**config.mk**
```make
export PLATFORM = sky130hd
export DESIGN_NAME = masonry_tile_placer
export DESIGN_NICKNAME = d
export VERILOG_FILES = /design/src/hdl/mtp_pkg.sv /design/src/hdl/mtp_divider.sv /design/src/hdl/mtp_datapath.sv /design/src/hdl/mtp_ctrl.sv /design/src/hdl/masonry_tile_placer.sv
export SDC_FILE = /design/constraint.sdc
export NUM_CORES = 2
export LEC_CHECK = 0
export ABC_AREA = 1
export BUFFER_PORTS_ARGS = -buffer_cell sky130_fd_sc_hd__buf_2
export CAP_MARGIN = 20
export CORE_ASPECT_RATIO = 1.25
export CORE_UTILIZATION = 35
export CTS_BUF_LIST = sky130_fd_sc_hd__clkbuf_4 sky130_fd_sc_hd__clkbuf_8 sky130_fd_sc_hd__clkbuf_16
export DETAILED_ROUTE_END_ITERATION = 6
export MAX_ROUTING_LAYER = met4
export PLACE_DENSITY = 0.63
export SYNTH_ARGS = -nofsm -noshare
export SYNTH_HDL_FRONTEND = slang
export SYNTH_SLANG_ARGS = --single-unit
export TNS_END_PERCENT = 5
```
**constraint.sdc**
```tcl
create_clock -name clk -period 8.4 [get_ports clk]
set_input_delay 2.1 -clock clk [delete_from_list [all_inputs] [get_ports clk]]
set_output_delay 2.1 -clock clk [all_outputs]
set_load 0.02 [all_outputs]
```
**src/hdl/mtp_pkg.sv**
```systemverilog
// ----------------------------------------------------------------------------
// mtp_pkg
// Shared widths, constants and control types for the masonry tile placer.
// ----------------------------------------------------------------------------
package mtp_pkg;

  // Configuration port
  localparam int CFG_INDEX_W = 2;
  localparam int CFG_DATA_W  = 24;
  localparam int COUNT_CFG_W = 4;

  localparam logic [CFG_INDEX_W-1:0] REG_LAYOUT_WIDTH = 2'd0;
  localparam logic [CFG_INDEX_W-1:0] REG_TILE_SPACING = 2'd1;
  localparam logic [CFG_INDEX_W-1:0] REG_COLUMN_COUNT = 2'd2;

  localparam int DEFAULT_MAX_COLUMNS = 8;

  // Input item fields
  localparam logic FUNC_PLACE = 1'b0;
  localparam logic FUNC_CLEAR = 1'b1;
  localparam int   PREVIEW_W  = 16;
  localparam int   IN_TDATA_W = 32;

  // Result item fields
  localparam int TILE_X_W         = 24;
  localparam int TILE_Y_W         = 32;
  localparam int TILE_WIDTH_W     = 24;
  localparam int TILE_HEIGHT_W    = 18;
  localparam int COLUMN_INDEX_W   = 3;
  localparam int CONTENT_HEIGHT_W = 32;
  localparam int OUT_TDATA_W      = 136;

  // Aspect ratio, Q16
  localparam int                 ASPECT_W   = 18;
  localparam logic [ASPECT_W-1:0] ASPECT_ONE = 18'd65536;
  localparam logic [ASPECT_W-1:0] ASPECT_MIN = 18'd29491;
  localparam logic [ASPECT_W-1:0] ASPECT_MAX = 18'd144179;

  typedef struct packed {
    logic capture;   // input beat taken this cycle
    logic prep;      // set up dividers and column scan
    logic step;      // one divider step / one scan read
    logic clamp;     // clamp aspect ratio
    logic mult;      // height and x products
    logic update;    // column bottom write-back or clear
    logic load_out;  // load the output register
  } mtp_cmd_t;

  typedef struct packed {
    logic work_done; // both dividers and the scan are finished
  } mtp_sts_t;

endpackage

```
**src/hdl/mtp_divider.sv**
```systemverilog
// ----------------------------------------------------------------------------
// mtp_divider
// Restoring divider, one quotient bit per step.
// ----------------------------------------------------------------------------
module mtp_divider #(
  parameter int QUO_W = 24,
  parameter int DEN_W = 4
) (
  input  logic             clk,
  input  logic             rst,
  input  logic             start,
  input  logic             step,
  input  logic [DEN_W-1:0] rem_init,
  input  logic [QUO_W-1:0] num,
  input  logic [DEN_W-1:0] den,
  output logic [QUO_W-1:0] quo,
  output logic             done
);

  localparam int CNT_W = $clog2(QUO_W + 1);

  logic [CNT_W-1:0] cnt;
  logic [DEN_W-1:0] rem;
  logic [QUO_W-1:0] num_sh;
  logic [DEN_W:0]   trial;
  logic [DEN_W:0]   diff;
  logic             fits;
  logic             active;

  assign trial  = {rem, num_sh[QUO_W-1]};
  assign fits   = trial >= {1'b0, den};
  assign diff   = trial - {1'b0, den};
  assign active = step && (cnt != '0);
  assign done   = (cnt == '0);

  always_ff @(posedge clk) begin
    if (rst) begin
      cnt <= '0;
    end else if (start) begin
      cnt <= CNT_W'(QUO_W);
    end else if (active) begin
      cnt <= cnt - 1'b1;
    end
  end

  always_ff @(posedge clk) begin
    if (start) begin
      rem    <= rem_init;
      num_sh <= num;
      quo    <= '0;
    end else if (active) begin
      rem    <= fits ? diff[DEN_W-1:0] : trial[DEN_W-1:0];
      num_sh <= {num_sh[QUO_W-2:0], 1'b0};
      quo    <= {quo[QUO_W-2:0], fits};
    end
  end

endmodule

```
**src/hdl/mtp_datapath.sv**
```systemverilog
// ----------------------------------------------------------------------------
// mtp_datapath
// Config registers, dividers, column-bottom memory, scan and result math.
// ----------------------------------------------------------------------------
module mtp_datapath #(
  parameter int MAX_COLUMNS = mtp_pkg::DEFAULT_MAX_COLUMNS
) (
  input  logic                                clk,
  input  logic                                rst,
  input  mtp_pkg::mtp_cmd_t                   cmd,
  output mtp_pkg::mtp_sts_t                   sts,
  input  logic                                cfg_wr_en,
  input  logic [mtp_pkg::CFG_INDEX_W-1:0]     cfg_index,
  input  logic [mtp_pkg::CFG_DATA_W-1:0]      cfg_data,
  input  logic [mtp_pkg::IN_TDATA_W-1:0]      in_tdata,
  input  logic                                in_tuser,
  output logic [mtp_pkg::OUT_TDATA_W-1:0]     out_tdata
);

  localparam int IDX_W  = (MAX_COLUMNS > 1) ? $clog2(MAX_COLUMNS) : 1;
  localparam int CNT_W  = $clog2(MAX_COLUMNS + 1);
  localparam int GAP_W  = mtp_pkg::TILE_WIDTH_W + CNT_W;
  localparam int PROD_W = mtp_pkg::TILE_WIDTH_W + mtp_pkg::ASPECT_W;
  localparam int PITCH_W = mtp_pkg::TILE_WIDTH_W + 1;
  localparam int XP_W   = PITCH_W + IDX_W;
  localparam int NB_W   = mtp_pkg::TILE_Y_W + 2;
  localparam int PW     = mtp_pkg::PREVIEW_W;
  localparam int AW     = mtp_pkg::ASPECT_W;
  localparam int YW     = mtp_pkg::TILE_Y_W;
  localparam int HW     = mtp_pkg::TILE_HEIGHT_W;
  localparam int XW     = mtp_pkg::TILE_X_W;

  // config
  logic [mtp_pkg::CFG_DATA_W-1:0]  layout_width;
  logic [mtp_pkg::CFG_DATA_W-1:0]  tile_spacing;
  logic [CNT_W-1:0]                column_count;
  logic [mtp_pkg::COUNT_CFG_W-1:0] count_wr;
  logic [CNT_W-1:0]                count_clamped;
  logic                            layout_clear;

  // captured item
  logic          func_q;
  logic [PW-1:0] pw_q;
  logic [PW-1:0] ph_q;
  logic [GAP_W-1:0] gaps;
  logic          unit_aspect;
  logic          big_aspect;

  // dividers
  logic [mtp_pkg::TILE_WIDTH_W-1:0] cw_num;
  logic [mtp_pkg::TILE_WIDTH_W-1:0] col_width;
  logic [AW-1:0]                    asp_quo;
  logic                             cw_done;
  logic                             asp_done;

  // column memory and scan
  logic [YW-1:0]          bottoms [MAX_COLUMNS];
  logic [MAX_COLUMNS-1:0] valid;
  logic [YW-1:0]          rd_data;
  logic                   rd_valid;
  logic [CNT_W-1:0]       scan_idx;
  logic                   scan_issue;
  logic                   pend;
  logic [IDX_W-1:0]       pend_addr;
  logic [YW-1:0]          cand;
  logic [YW-1:0]          best;
  logic [IDX_W-1:0]       best_col;
  logic [YW-1:0]          tallest;

  // result math
  logic [AW-1:0]     aspect;
  logic [AW-1:0]     aspect_next;
  logic [PROD_W-1:0] prod;
  logic [PROD_W-1:0] prod_rnd;
  logic [XP_W-1:0]   xprod;
  logic [HW-1:0]     res_h;
  logic [XW-1:0]     res_x;
  logic [NB_W-1:0]   nb;
  logic [YW-1:0]     nb_sat;
  logic [YW-1:0]     content;
  logic [31:0]       col_ext;

  // ---------------- configuration ----------------
  assign count_wr = cfg_data[mtp_pkg::COUNT_CFG_W-1:0];

  always_comb begin
    if (count_wr == '0) begin
      count_clamped = CNT_W'(1);
    end else if (32'(count_wr) > MAX_COLUMNS) begin
      count_clamped = CNT_W'(MAX_COLUMNS);
    end else begin
      count_clamped = CNT_W'(count_wr);
    end
  end

  assign layout_clear = (cfg_wr_en && (cfg_index == mtp_pkg::REG_COLUMN_COUNT)) ||
                        (cmd.update && (func_q == mtp_pkg::FUNC_CLEAR));

  always_ff @(posedge clk) begin
    if (rst) begin
      layout_width <= '0;
      tile_spacing <= '0;
      column_count <= CNT_W'(1);
    end else if (cfg_wr_en) begin
      unique case (cfg_index)
        mtp_pkg::REG_LAYOUT_WIDTH: layout_width <= cfg_data;
        mtp_pkg::REG_TILE_SPACING: tile_spacing <= cfg_data;
        mtp_pkg::REG_COLUMN_COUNT: column_count <= count_clamped;
        default: ;
      endcase
    end
  end

  // ---------------- capture and setup ----------------
  always_ff @(posedge clk) begin
    if (cmd.capture) begin
      func_q <= in_tuser;
      pw_q   <= in_tdata[PW-1:0];
      ph_q   <= in_tdata[2*PW-1:PW];
      gaps   <= GAP_W'(tile_spacing) * GAP_W'(column_count - 1'b1);
    end
    if (cmd.prep) begin
      unit_aspect <= (pw_q == '0) || (ph_q == '0);
      big_aspect  <= {2'b00, ph_q} >= {pw_q, 2'b00};
    end
  end

  always_comb begin
    if (GAP_W'(layout_width) > gaps) begin
      cw_num = mtp_pkg::TILE_WIDTH_W'(GAP_W'(layout_width) - gaps);
    end else begin
      cw_num = '0;
    end
  end

  mtp_divider #(
    .QUO_W (mtp_pkg::TILE_WIDTH_W),
    .DEN_W (CNT_W)
  ) u_cw_div (
    .clk      (clk),
    .rst      (rst),
    .start    (cmd.prep),
    .step     (cmd.step),
    .rem_init ('0),
    .num      (cw_num),
    .den      (column_count),
    .quo      (col_width),
    .done     (cw_done)
  );

  // ph<<16 / pw; the top 14 numerator bits seed the remainder, since any
  // quotient of 2^18 or more is clamped away anyway
  mtp_divider #(
    .QUO_W (AW),
    .DEN_W (PW)
  ) u_asp_div (
    .clk      (clk),
    .rst      (rst),
    .start    (cmd.prep),
    .step     (cmd.step),
    .rem_init ({2'b00, ph_q[PW-1:2]}),
    .num      ({ph_q[1:0], 16'd0}),
    .den      (pw_q),
    .quo      (asp_quo),
    .done     (asp_done)
  );

  // ---------------- column scan ----------------
  assign scan_issue = cmd.step && (scan_idx != column_count);
  assign cand       = rd_valid ? rd_data : '0;

  always_ff @(posedge clk) begin
    if (rst) begin
      scan_idx <= '0;
      pend     <= 1'b0;
    end else if (cmd.prep) begin
      scan_idx <= '0;
      pend     <= 1'b0;
    end else if (cmd.step) begin
      pend <= scan_issue;
      if (scan_issue) begin
        scan_idx <= scan_idx + 1'b1;
      end
    end
  end

  always_ff @(posedge clk) begin
    if (scan_issue) begin
      pend_addr <= scan_idx[IDX_W-1:0];
    end
    if (cmd.step && pend) begin
      if ((pend_addr == '0) || (cand < best)) begin
        best     <= cand;
        best_col <= pend_addr;
      end
    end
  end

  assign sts.work_done = cw_done && asp_done && (scan_idx == column_count) && !pend;

  // bottom memory: read during scan, written on a place update
  always_ff @(posedge clk) begin
    if (scan_issue) begin
      rd_data <= bottoms[scan_idx[IDX_W-1:0]];
    end
    if (cmd.update && (func_q == mtp_pkg::FUNC_PLACE)) begin
      bottoms[best_col] <= nb_sat;
    end
  end

  always_ff @(posedge clk) begin
    if (rst) begin
      valid    <= '0;
      rd_valid <= 1'b0;
      tallest  <= '0;
    end else begin
      if (scan_issue) begin
        rd_valid <= valid[scan_idx[IDX_W-1:0]];
      end
      if (layout_clear) begin
        valid   <= '0;
        tallest <= '0;
      end else if (cmd.update) begin
        valid[best_col] <= 1'b1;
        if (nb_sat > tallest) begin
          tallest <= nb_sat;
        end
      end
    end
  end

  // ---------------- result math ----------------
  always_comb begin
    if (unit_aspect) begin
      aspect_next = mtp_pkg::ASPECT_ONE;
    end else if (big_aspect || (asp_quo > mtp_pkg::ASPECT_MAX)) begin
      aspect_next = mtp_pkg::ASPECT_MAX;
    end else if (asp_quo < mtp_pkg::ASPECT_MIN) begin
      aspect_next = mtp_pkg::ASPECT_MIN;
    end else begin
      aspect_next = asp_quo;
    end
  end

  assign prod_rnd = prod + PROD_W'(1 << 23);
  assign nb       = NB_W'(best) + NB_W'({prod_rnd[PROD_W-1:24], 8'd0}) +
                    NB_W'(tile_spacing);
  assign nb_sat   = (nb[NB_W-1:YW] != '0) ? '1 : nb[YW-1:0];
  assign content  = (tallest > YW'(tile_spacing)) ? (tallest - YW'(tile_spacing)) : '0;
  assign col_ext  = 32'(best_col);

  always_ff @(posedge clk) begin
    if (cmd.clamp) begin
      aspect <= aspect_next;
    end
    if (cmd.mult) begin
      prod  <= PROD_W'(col_width) * PROD_W'(aspect);
      xprod <= XP_W'(best_col) * XP_W'(PITCH_W'(col_width) + PITCH_W'(tile_spacing));
    end
    if (cmd.update) begin
      res_h <= prod_rnd[PROD_W-1:24];
      res_x <= (xprod > XP_W'({XW{1'b1}})) ? '1 : xprod[XW-1:0];
    end
    if (cmd.load_out) begin
      if (func_q == mtp_pkg::FUNC_CLEAR) begin
        out_tdata <= {3'd0, 32'd0, 3'd0, 18'd0, col_width, 32'd0, 24'd0};
      end else begin
        out_tdata <= {3'd0, content, col_ext[mtp_pkg::COLUMN_INDEX_W-1:0], res_h,
                      col_width, best, res_x};
      end
    end
  end

endmodule

```
**src/hdl/mtp_ctrl.sv**
```systemverilog
// ----------------------------------------------------------------------------
// mtp_ctrl
// Sequencer: one item at a time through setup, iterate, math and output.
// ----------------------------------------------------------------------------
module mtp_ctrl (
  input  logic              clk,
  input  logic              rst,
  input  logic              in_valid,
  output logic              in_ready,
  output logic              out_valid,
  input  logic              out_ready,
  input  mtp_pkg::mtp_sts_t sts,
  output mtp_pkg::mtp_cmd_t cmd
);

  typedef enum logic [2:0] {
    ST_IDLE,
    ST_PREP,
    ST_WORK,
    ST_CLAMP,
    ST_MULT,
    ST_UPDATE,
    ST_FINISH
  } state_t;

  state_t state;
  logic   out_free;

  assign out_free = !out_valid || out_ready;

  always_comb begin
    cmd          = '0;
    cmd.capture  = in_ready && in_valid;
    cmd.prep     = (state == ST_PREP);
    cmd.step     = (state == ST_WORK);
    cmd.clamp    = (state == ST_CLAMP);
    cmd.mult     = (state == ST_MULT);
    cmd.update   = (state == ST_UPDATE);
    cmd.load_out = (state == ST_FINISH) && out_free;
  end

  always_ff @(posedge clk) begin
    if (rst) begin
      state     <= ST_IDLE;
      in_ready  <= 1'b1;
      out_valid <= 1'b0;
    end else begin
      // a load refills the output register in the cycle it drains
      if (cmd.load_out) begin
        out_valid <= 1'b1;
      end else if (out_valid && out_ready) begin
        out_valid <= 1'b0;
      end
      unique case (state)
        ST_IDLE: begin
          if (in_ready && in_valid) begin
            state    <= ST_PREP;
            in_ready <= 1'b0;
          end
        end
        ST_PREP:   state <= ST_WORK;
        ST_WORK: begin
          if (sts.work_done) begin
            state <= ST_CLAMP;
          end
        end
        ST_CLAMP:  state <= ST_MULT;
        ST_MULT:   state <= ST_UPDATE;
        ST_UPDATE: state <= ST_FINISH;
        ST_FINISH: begin
          if (out_free) begin
            in_ready  <= 1'b1;
            state     <= ST_IDLE;
          end
        end
        default: state <= ST_IDLE;
      endcase
    end
  end

endmodule

```
**src/hdl/masonry_tile_placer.sv**
```systemverilog
// ----------------------------------------------------------------------------
// masonry_tile_placer
// Masonry layout: puts each tile in the lowest column and sizes it from the
// source aspect ratio; reports tile geometry and total content height.
// ----------------------------------------------------------------------------
//
// Channel   Dir  Handshake            Payload
// s_*       in   s_tvalid/s_tready    tdata {preview_height, preview_width},
//                                     tuser func (0 place, 1 clear)
// m_*       out  m_tvalid/m_tready    tdata {content_height, column_index,
//                                     tile_height, tile_width, tile_y, tile_x}
// cfg_*     in   cfg_wr_en            cfg_index selects register, cfg_data
//
// Work: the 24-step column-width divider, the aspect divider (18 steps) and
//   the column scan (one bottom-memory read per cycle) run side by side; a
//   new item is taken only after the last one is loaded for output.
// Reset (rst, synchronous): registers to layout_width 0, tile_spacing 0,
//   column_count 1; all columns empty. No clearing pass.
// Stalls: the result sits in the output register; the next beat is taken
//   while it waits, and the sequencer holds at its last step if the output
//   register is still full.
// ----------------------------------------------------------------------------
module masonry_tile_placer #(
  parameter int MAX_COLUMNS = mtp_pkg::DEFAULT_MAX_COLUMNS
) (
  input  logic                            clk,
  input  logic                            rst,
  // config write port
  input  logic                            cfg_wr_en,
  input  logic [mtp_pkg::CFG_INDEX_W-1:0] cfg_index,
  input  logic [mtp_pkg::CFG_DATA_W-1:0]  cfg_data,
  // input stream
  input  logic                            s_tvalid,
  output logic                            s_tready,
  input  logic [mtp_pkg::IN_TDATA_W-1:0]  s_tdata,  // [15:0] preview_width,
                                                    // [31:16] preview_height
  input  logic                            s_tuser,  // [0] func
  // result stream
  output logic                            m_tvalid,
  input  logic                            m_tready,
  output logic [mtp_pkg::OUT_TDATA_W-1:0] m_tdata   // [23:0] tile_x,
                                                    // [55:24] tile_y,
                                                    // [79:56] tile_width,
                                                    // [97:80] tile_height,
                                                    // [100:98] column_index,
                                                    // [132:101] content_height,
                                                    // [135:133] zero
);

  mtp_pkg::mtp_cmd_t cmd;
  mtp_pkg::mtp_sts_t sts;

  // sequencer: owns both handshakes
  mtp_ctrl u_ctrl (
    .clk       (clk),
    .rst       (rst),
    .in_valid  (s_tvalid),
    .in_ready  (s_tready),
    .out_valid (m_tvalid),
    .out_ready (m_tready),
    .sts       (sts),
    .cmd       (cmd)
  );

  // datapath: config regs, dividers, column memory, output register
  mtp_datapath #(
    .MAX_COLUMNS (MAX_COLUMNS)
  ) u_datapath (
    .clk       (clk),
    .rst       (rst),
    .cmd       (cmd),
    .sts       (sts),
    .cfg_wr_en (cfg_wr_en),
    .cfg_index (cfg_index),
    .cfg_data  (cfg_data),
    .in_tdata  (s_tdata),
    .in_tuser  (s_tuser),
    .out_tdata (m_tdata)
  );

  // one item in flight: a taken beat closes the input until its result is loaded into the output register
  a_one_in_flight: assert property (@(posedge clk) disable iff (rst)
    (s_tvalid && s_tready) |=> !s_tready)
    else $error("input accepted while an item is in flight");

  // a new result appears only where the sequencer loads the output register
  a_out_from_load: assert property (@(posedge clk) disable iff (rst)
    $rose(m_tvalid) |-> $past(cmd.load_out))
    else $error("result valid without an output load");

  // the output register is never overwritten while a result is held
  a_no_overwrite: assert property (@(posedge clk) disable iff (rst)
    cmd.load_out |-> (!m_tvalid || m_tready))
    else $error("output register loaded while full");

endmodule
```
== After elaboration in Yosys (flattened, before gate mapping) ==
Memories as Yosys holds them, arrays and structs flattened. A register that Yosys moved wholly into a read port is not among the register bits.
Cells that the tools add are included.

* Bits in registers: 568
* Bits in writable memories: 256
* Input bits: 64
* Output and inout port bits: 138
* Logic and storage cells: 170
* Memories kept: 1

{| class="wikitable"
|+ Memory list
! memory !! words !! bits a word !! read ports !! clocked after Yosys merged registers in !! wr ports !! RTL line !! RTL
|-
| u_datapath.bottoms || 8 || 32 || 1 || 1 || 1 || mtp_datapath.sv:57 || <nowiki>logic [YW-1:0] bottoms [MAX_COLUMNS];</nowiki>
|}

* $add $sub $neg: 12
* $mul: 3
* Magnitude comparators: 14
* Equality and inequality tests: 13
* Multiplexer cells: 34
* Bitwise operators: 3
* Reductions and logical operators: 49

{| class="wikitable"
|+ Operators with widths
! kind !! count
|-
| $mux W18 || 4
|-
| $mux W24 || 3
|-
| $mux W32 || 2
|-
| $add A42 B24 Y42 const B || 1
|-
| $mul A24 B18 Y42 || 1
|-
| $add A34 B24 Y34 || 1
|-
| $add A32 B26 Y33 || 1
|-
| $gt A32 B24 Y1 || 1
|-
| $gt A32 B32 Y1 || 1
|-
| $logic_not A16 Y1 || 2
|-
| $lt A32 B32 Y1 || 1
|-
| $sub A32 B24 Y32 || 1
|-
| $gt A24 B28 Y1 || 1
|-
| $gt A28 B24 Y1 const B || 1
|-
| $mul A24 B28 Y28 || 1
|-
| $mul A3 B28 Y28 || 1
|-
| $mux W14 || 2
|-
| $add A24 B24 Y25 || 1
|-
| $sub A24 B24 Y24 || 1
|-
| $pmux W3 S7 || 1
|-
| $mux W5 || 4
|-
| $ge A16 B18 Y1 || 1
|-
| $gt A18 B18 Y1 const B || 1
|-
| $lt A18 B15 Y1 const B || 1
|-
| other kinds (41) || 93
|}

== Depth between registers and ports, before layout ==
* Depth after elaboration: 7
* Depth in mapped cells: 42
* Mapped depth without buffers: 42

== Cells and area by module ==
Synthesis repeated with hierarchy kept, for this count alone.

* Cells, all modules: 7450
* Area total of the unflattened synthesis: 63201.9 um^2

{| class="wikitable"
|+ Modules (own cells, without submodules)
! module !! times used !! cells each !! area each (um^2)
|-
| mtp_datapath || 1 || 6637 || 56759.4
|-
| mtp_divider (u_datapath.u_asp_div) || 1 || 490 || 3691.0
|-
| mtp_divider (u_datapath.u_cw_div) || 1 || 275 || 2463.6
|-
| mtp_ctrl || 1 || 48 || 287.8
|}

== Least setup slack after synthesis ==
OpenSTA, ideal clock, no wires.

* Path type: input-to-reg
* Start: in m_tready
* End: reg u_datapath.out_tdata[0] in the netlist's numbering (enable)
* Library setup time: 628 ps
* Arrival: 7677 ps
* Required time: 7772 ps
* Path slack: 95 ps
* Stages on the path: 2
* Path through: nor2_1 nor2_1

{| class="wikitable"
|+ RTL lines
! what !! RTL line !! RTL
|-
| start, declared || masonry_tile_placer.sv:40 || <nowiki>input logic m_tready,</nowiki>
|-
| end signal, assigned || mtp_datapath.sv:266 || <nowiki>out_tdata <= {3'd0, 32'd0, 3'd0, 18'd0, col_width, 32'd0, 24'd0};</nowiki>
|-
| end signal, assigned || mtp_datapath.sv:268 || <nowiki>out_tdata <= {3'd0, content, col_ext[mtp_pkg::COLUMN_INDEX_W-1:0], res_h,</nowiki>
|-
| end, declared || mtp_datapath.sv:17 || <nowiki>output logic [mtp_pkg::OUT_TDATA_W-1:0] out_tdata</nowiki>
|}

== Final worst setup path ==
* Start: reg u_datapath.column_count[0]
* End: reg u_datapath.gaps[25] (data pin)

* Longest elaborated chain between the ends: 2

{| class="wikitable"
|+ RTL lines
! what !! RTL line !! RTL
|-
| start, declared || mtp_datapath.sv:36 || <nowiki>logic [CNT_W-1:0] column_count;</nowiki>
|-
| start signal, assigned || mtp_datapath.sv:108 || <nowiki>mtp_pkg::REG_COLUMN_COUNT: column_count <= count_clamped;</nowiki>
|-
| $sub A4 B1 Y5 || mtp_datapath.sv:120 || <nowiki>gaps <= GAP_W'(tile_spacing) * GAP_W'(column_count - 1'b1);</nowiki>
|-
| $mul A24 B28 Y28 || mtp_datapath.sv:120 ||
|-
| end signal, assigned || mtp_datapath.sv:120 ||
|-
| end, declared || mtp_datapath.sv:45 || <nowiki>logic [GAP_W-1:0] gaps;</nowiki>
|}

Every way passes these cells.
A chain may end at the register's enable or synchronous reset.

==> flow_summary.toml <==
[floorplanning]
coreArea_mm2 = 0.178
die_h_um = 476
dieWidth_um = 381
start_util = 0.353
rows = 173
die_area_mm2 = 0.182
ios = 202

[sta]
skew_ns = 0.0693
grt_setup_unrepaired = "false"
worstMarginPinSlew_ns = 1.15
drv_slew = 0
timing_hold_violations_final = 0
timing.fmax_mhz = 128
tns_ns = 0
period_share = 0.929
finalSetupViolations = 0
relSlewSlack = 0.233
layout_setup_ws_ns = 0.597
period_minus_slack_ns = 7.80

[pwr]
p_int_uw = 8920
p_per_area_mw_per_mm2 = 199
switchingPower_uw = 5020
combPwrFrac = 0.312
fin_total_pwr_uw = 13900
p_seq_frac = 0.387
p_sw_frac = 0.360
power.clock.fraction = 0.301
p_leak_uw = 0.0331
ir_drop_mv = 0.209

[cts]
clkLatencyLatePin_ns = 0.72
post_cts_buffers = 0
cts_max_level = 3
max-clock-path-buffers = 3
root_buffer = "clkbuf_16"
cts_inserted_buffers = 91
cts.repair.resized = 0
cts.clk_slew.worst_paths_ns = 0.06
cts_tree = "done"
cts_hold_buffers = 0
clock_sinks = 830

[yosys]
synth_edf_count = 669
syn_area_per_cell_um2 = 8.97
synth_compound_area_frac = 0.0879
ys_seq_elements = 830
synth_seq_area_share = 0.370
syn_inst = 7019
synth_top_area_cell = "edfxtp_1"
synth-xor-area-share = 0.0271
synth_adder_area_share = 0.267
synth_top_family_by_area = "adder cells"
synth_ff_type = "edfxtp_1"
yosysUniqueCellTypes = 57
yosys-top-cells-area = "edfxtp_1 (32%), fa_1 (18%), ha_1 (8.9%)"
syn_area_mm2 = 0.0630
synthArstFlopShare = 0
yosys.area_share.simple = 0.149
yosysTopAreaCellShare = 0.319
synth_mux_area_frac = 0
synth_warnings = 0

[grt]
grt_pass1_vias = 48600
grt_usage = 0.203
antenna_found_initial = 4
grt_remaining_overflow = 0
grt_pass1_wl_mm = 279
grt_max_degree = 134

[placement]
gp_congestion = 0.942
dp_slack_ns = 0.677
placed_cell_area_mm2 = 0.0668
port_buffers = 198
dp_hpwl_mm = 137

[routing]
wl_per_cell_um = 18.6
drt_iter0_drc = 3808
via_count = 47900
wl_mm = 179
dr.pass1.iters = 6
routed_via_density = 4.98
route.detailed.drc = 0
ant_nets = 0

[setup_path]
critPathRequiredTime_ns = 8.80
critPathLaunchType = "flop"
end_kind = "flop"
arrival_ns = 8.20
critPathKind = "flop to flop"
cp_max_fo = 24

[finish]
syn_to_final_growth_pct = 11.2
layout-drive-gt1-share = 0.0689
final_nets = 8249
stdcell_area_mm2 = 0.0700

[hold_path]
hold_path.class = "flop to flop"

[status]
status = "completed"

[job]
drv_cap = 0
-- registers in the layout, indices dropped and copies added (netlist names), 18 cells and up --
signal / count
u_datapath.prod: 19
u_datapath.rd_data: 32
u_datapath.gaps: 28
u_datapath.tallest: 32
u_datapath.u_asp_div.quo: 18
u_datapath.layout_width: 24
u_datapath.res_x: 24
u_datapath.u_cw_div.quo: 24
u_datapath.out_tdata: 133
u_datapath.xprod: 28
u_datapath.aspect: 18
u_datapath.tile_spacing: 24
u_datapath.res_h: 18
u_datapath.best: 32
u_datapath.u_cw_div.num_sh: 24
u_datapath.bottoms: 256
-- synth_stat cells, types with 6 or more instances --
library cell,number
a21boi_0,8
a21o_1,22
a21oi_1,382
a31oi_1,51
buf_1,27
buf_2,6
clkbuf_1,184
dfxtp_1,161
edfxtp_1,669
fa_1,562
ha_1,446
inv_1,1414
nand2_1,1307
nand3_1,163
nand3b_1,15
nand4_1,49
nor2_1,664
nor3_1,62
nor4_1,22
o211ai_1,9
o21a_1,16
o21ai_0,390
o21ai_1,23
o21bai_1,17
o22ai_1,69
or2_2,20
xnor2_1,77
xor2_1,118
-- kinds of logic (layout without fill, tap and decap cells) --
kind of cell | Yosys count | after routing
other | 1 | 5
DFF | 830 | 830
buffers and inverters | 1643 | 1874
adders and majority gates | 1008 | 1008
AOI/OAI and AO/OA | 1017 | 1017
and+or+nand+nor | 2325 | 2325
xor gates and xnor gates | 195 | 195
-- area by class of cell --
| class | count | area [µm²] |
|---|---|---|
| Sequential cell | 830 | 23300 |
| Clock inverter | 55 | 649 |
| Fill cell | 17700 | 108000 |
| Clock buffer | 113 | 2520 |
| Timing Repair Buffer | 286 | 1710 |
| Multi-Input combinational cell | 4548 | 33500 |
| Antenna cell | 2 | 5.00 |
| Inverter | 1420 | 5330 |
| Tap cell | 2362 | 2960 |
-- power groups by stage --
stage,Combinational [µW],Clock (µW),Sequential [µW]
global route,4900,4440,5420
global placement,4250,0,5470
floorplan,3110,0,5280
CTS,4370,4280,5390
detailed placement,4330,0,5470
finish,4350,4200,5390
-- path summary, 6_finish.rpt --
check,from,cells after the start,slack (ns),end
worst min register to register,u_datapath.pend_addr[0],0,0.44,u_datapath.best_col[0]
worst max register to register,u_datapath.column_count[0],26,0.60,u_datapath.gaps[25]
worst min-delay path,u_datapath.pend_addr[0],0,0.44,u_datapath.best_col[0]
worst max-delay path,u_datapath.column_count[0],26,0.60,u_datapath.gaps[25]
-- critical path, cell delays in order (launching register included) --
cell and delay (ns):
dfxtp_1 0.34, clkinv_1 0.20, ha_1 0.30, nand3_1 0.09, buf_4 0.27, nor2_1 0.13, fa_1 0.57, fa_1 0.79
inv_1 0.20, fa_1 0.43, fa_1 0.54, fa_1 0.57, inv_1 0.05, fa_1 0.49, inv_1 0.05, fa_1 0.48
inv_1 0.04, ha_1 0.34, a21oi_1 0.16, o21ai_0 0.09, a21oi_1 0.10, o21ai_0 0.17, a21boi_0 0.52, nor2_1 0.08
a21oi_1 0.23, o21bai_1 0.11, xor2_1 0.14
-- layer usage --
layer  vias up  routed length [µm]  global-route usage
met5         -                   0                   -
met4         0                6030              0.0631
li1      22600                   -                   -
met1     23400               77100               0.263
met2      1545               83900               0.325
met3       306               12200              0.0329
-- cells in the final DEF, fill, tap and decap left out, types with 5 or more instances in the layout --
cell,Yosys,final
dfxtp_1,161,159
and2_1,5,5
fa_1,562,562
a31oi_1,51,51
a211oi_1,5,5
nand3b_1,15,15
buf_4,3,84
o22ai_1,69,69
a21oi_1,382,381
nand2_1,1307,1306
o21ai_1,23,23
o211ai_1,9,9
edfxtp_1,669,669
clkinv_2,0,18
nand3_1,163,163
o21bai_1,17,17
clkbuf_16,0,94
a21o_1,22,22
a21boi_0,8,8
or2_2,20,20
nor3_1,62,53
xor2_1,118,118
nor4_1,22,21
clkbuf_4,0,15
inv_6,0,8
ha_1,446,446
o21a_1,16,16
buf_2,6,198
o21ai_0,390,390
clkinv_1,5,16
nand4_1,49,49
bufinv_16,0,10
nor2_1,664,660
nor3_2,1,10
xnor2_1,77,77
inv_1,1414,1410
-- stage by stage --
step	hold slack [ns]	instances	utilization
after CTS	0.442	9612	0.393
final	0.442	9616	0.393
after global routing	0.464	9614	0.393
after detailed placement	0.429	9444	0.375
after global placement	0.429	9443	0.375
after floorplan	0.417	7021	-
Power figures use the tool's default switching activity.
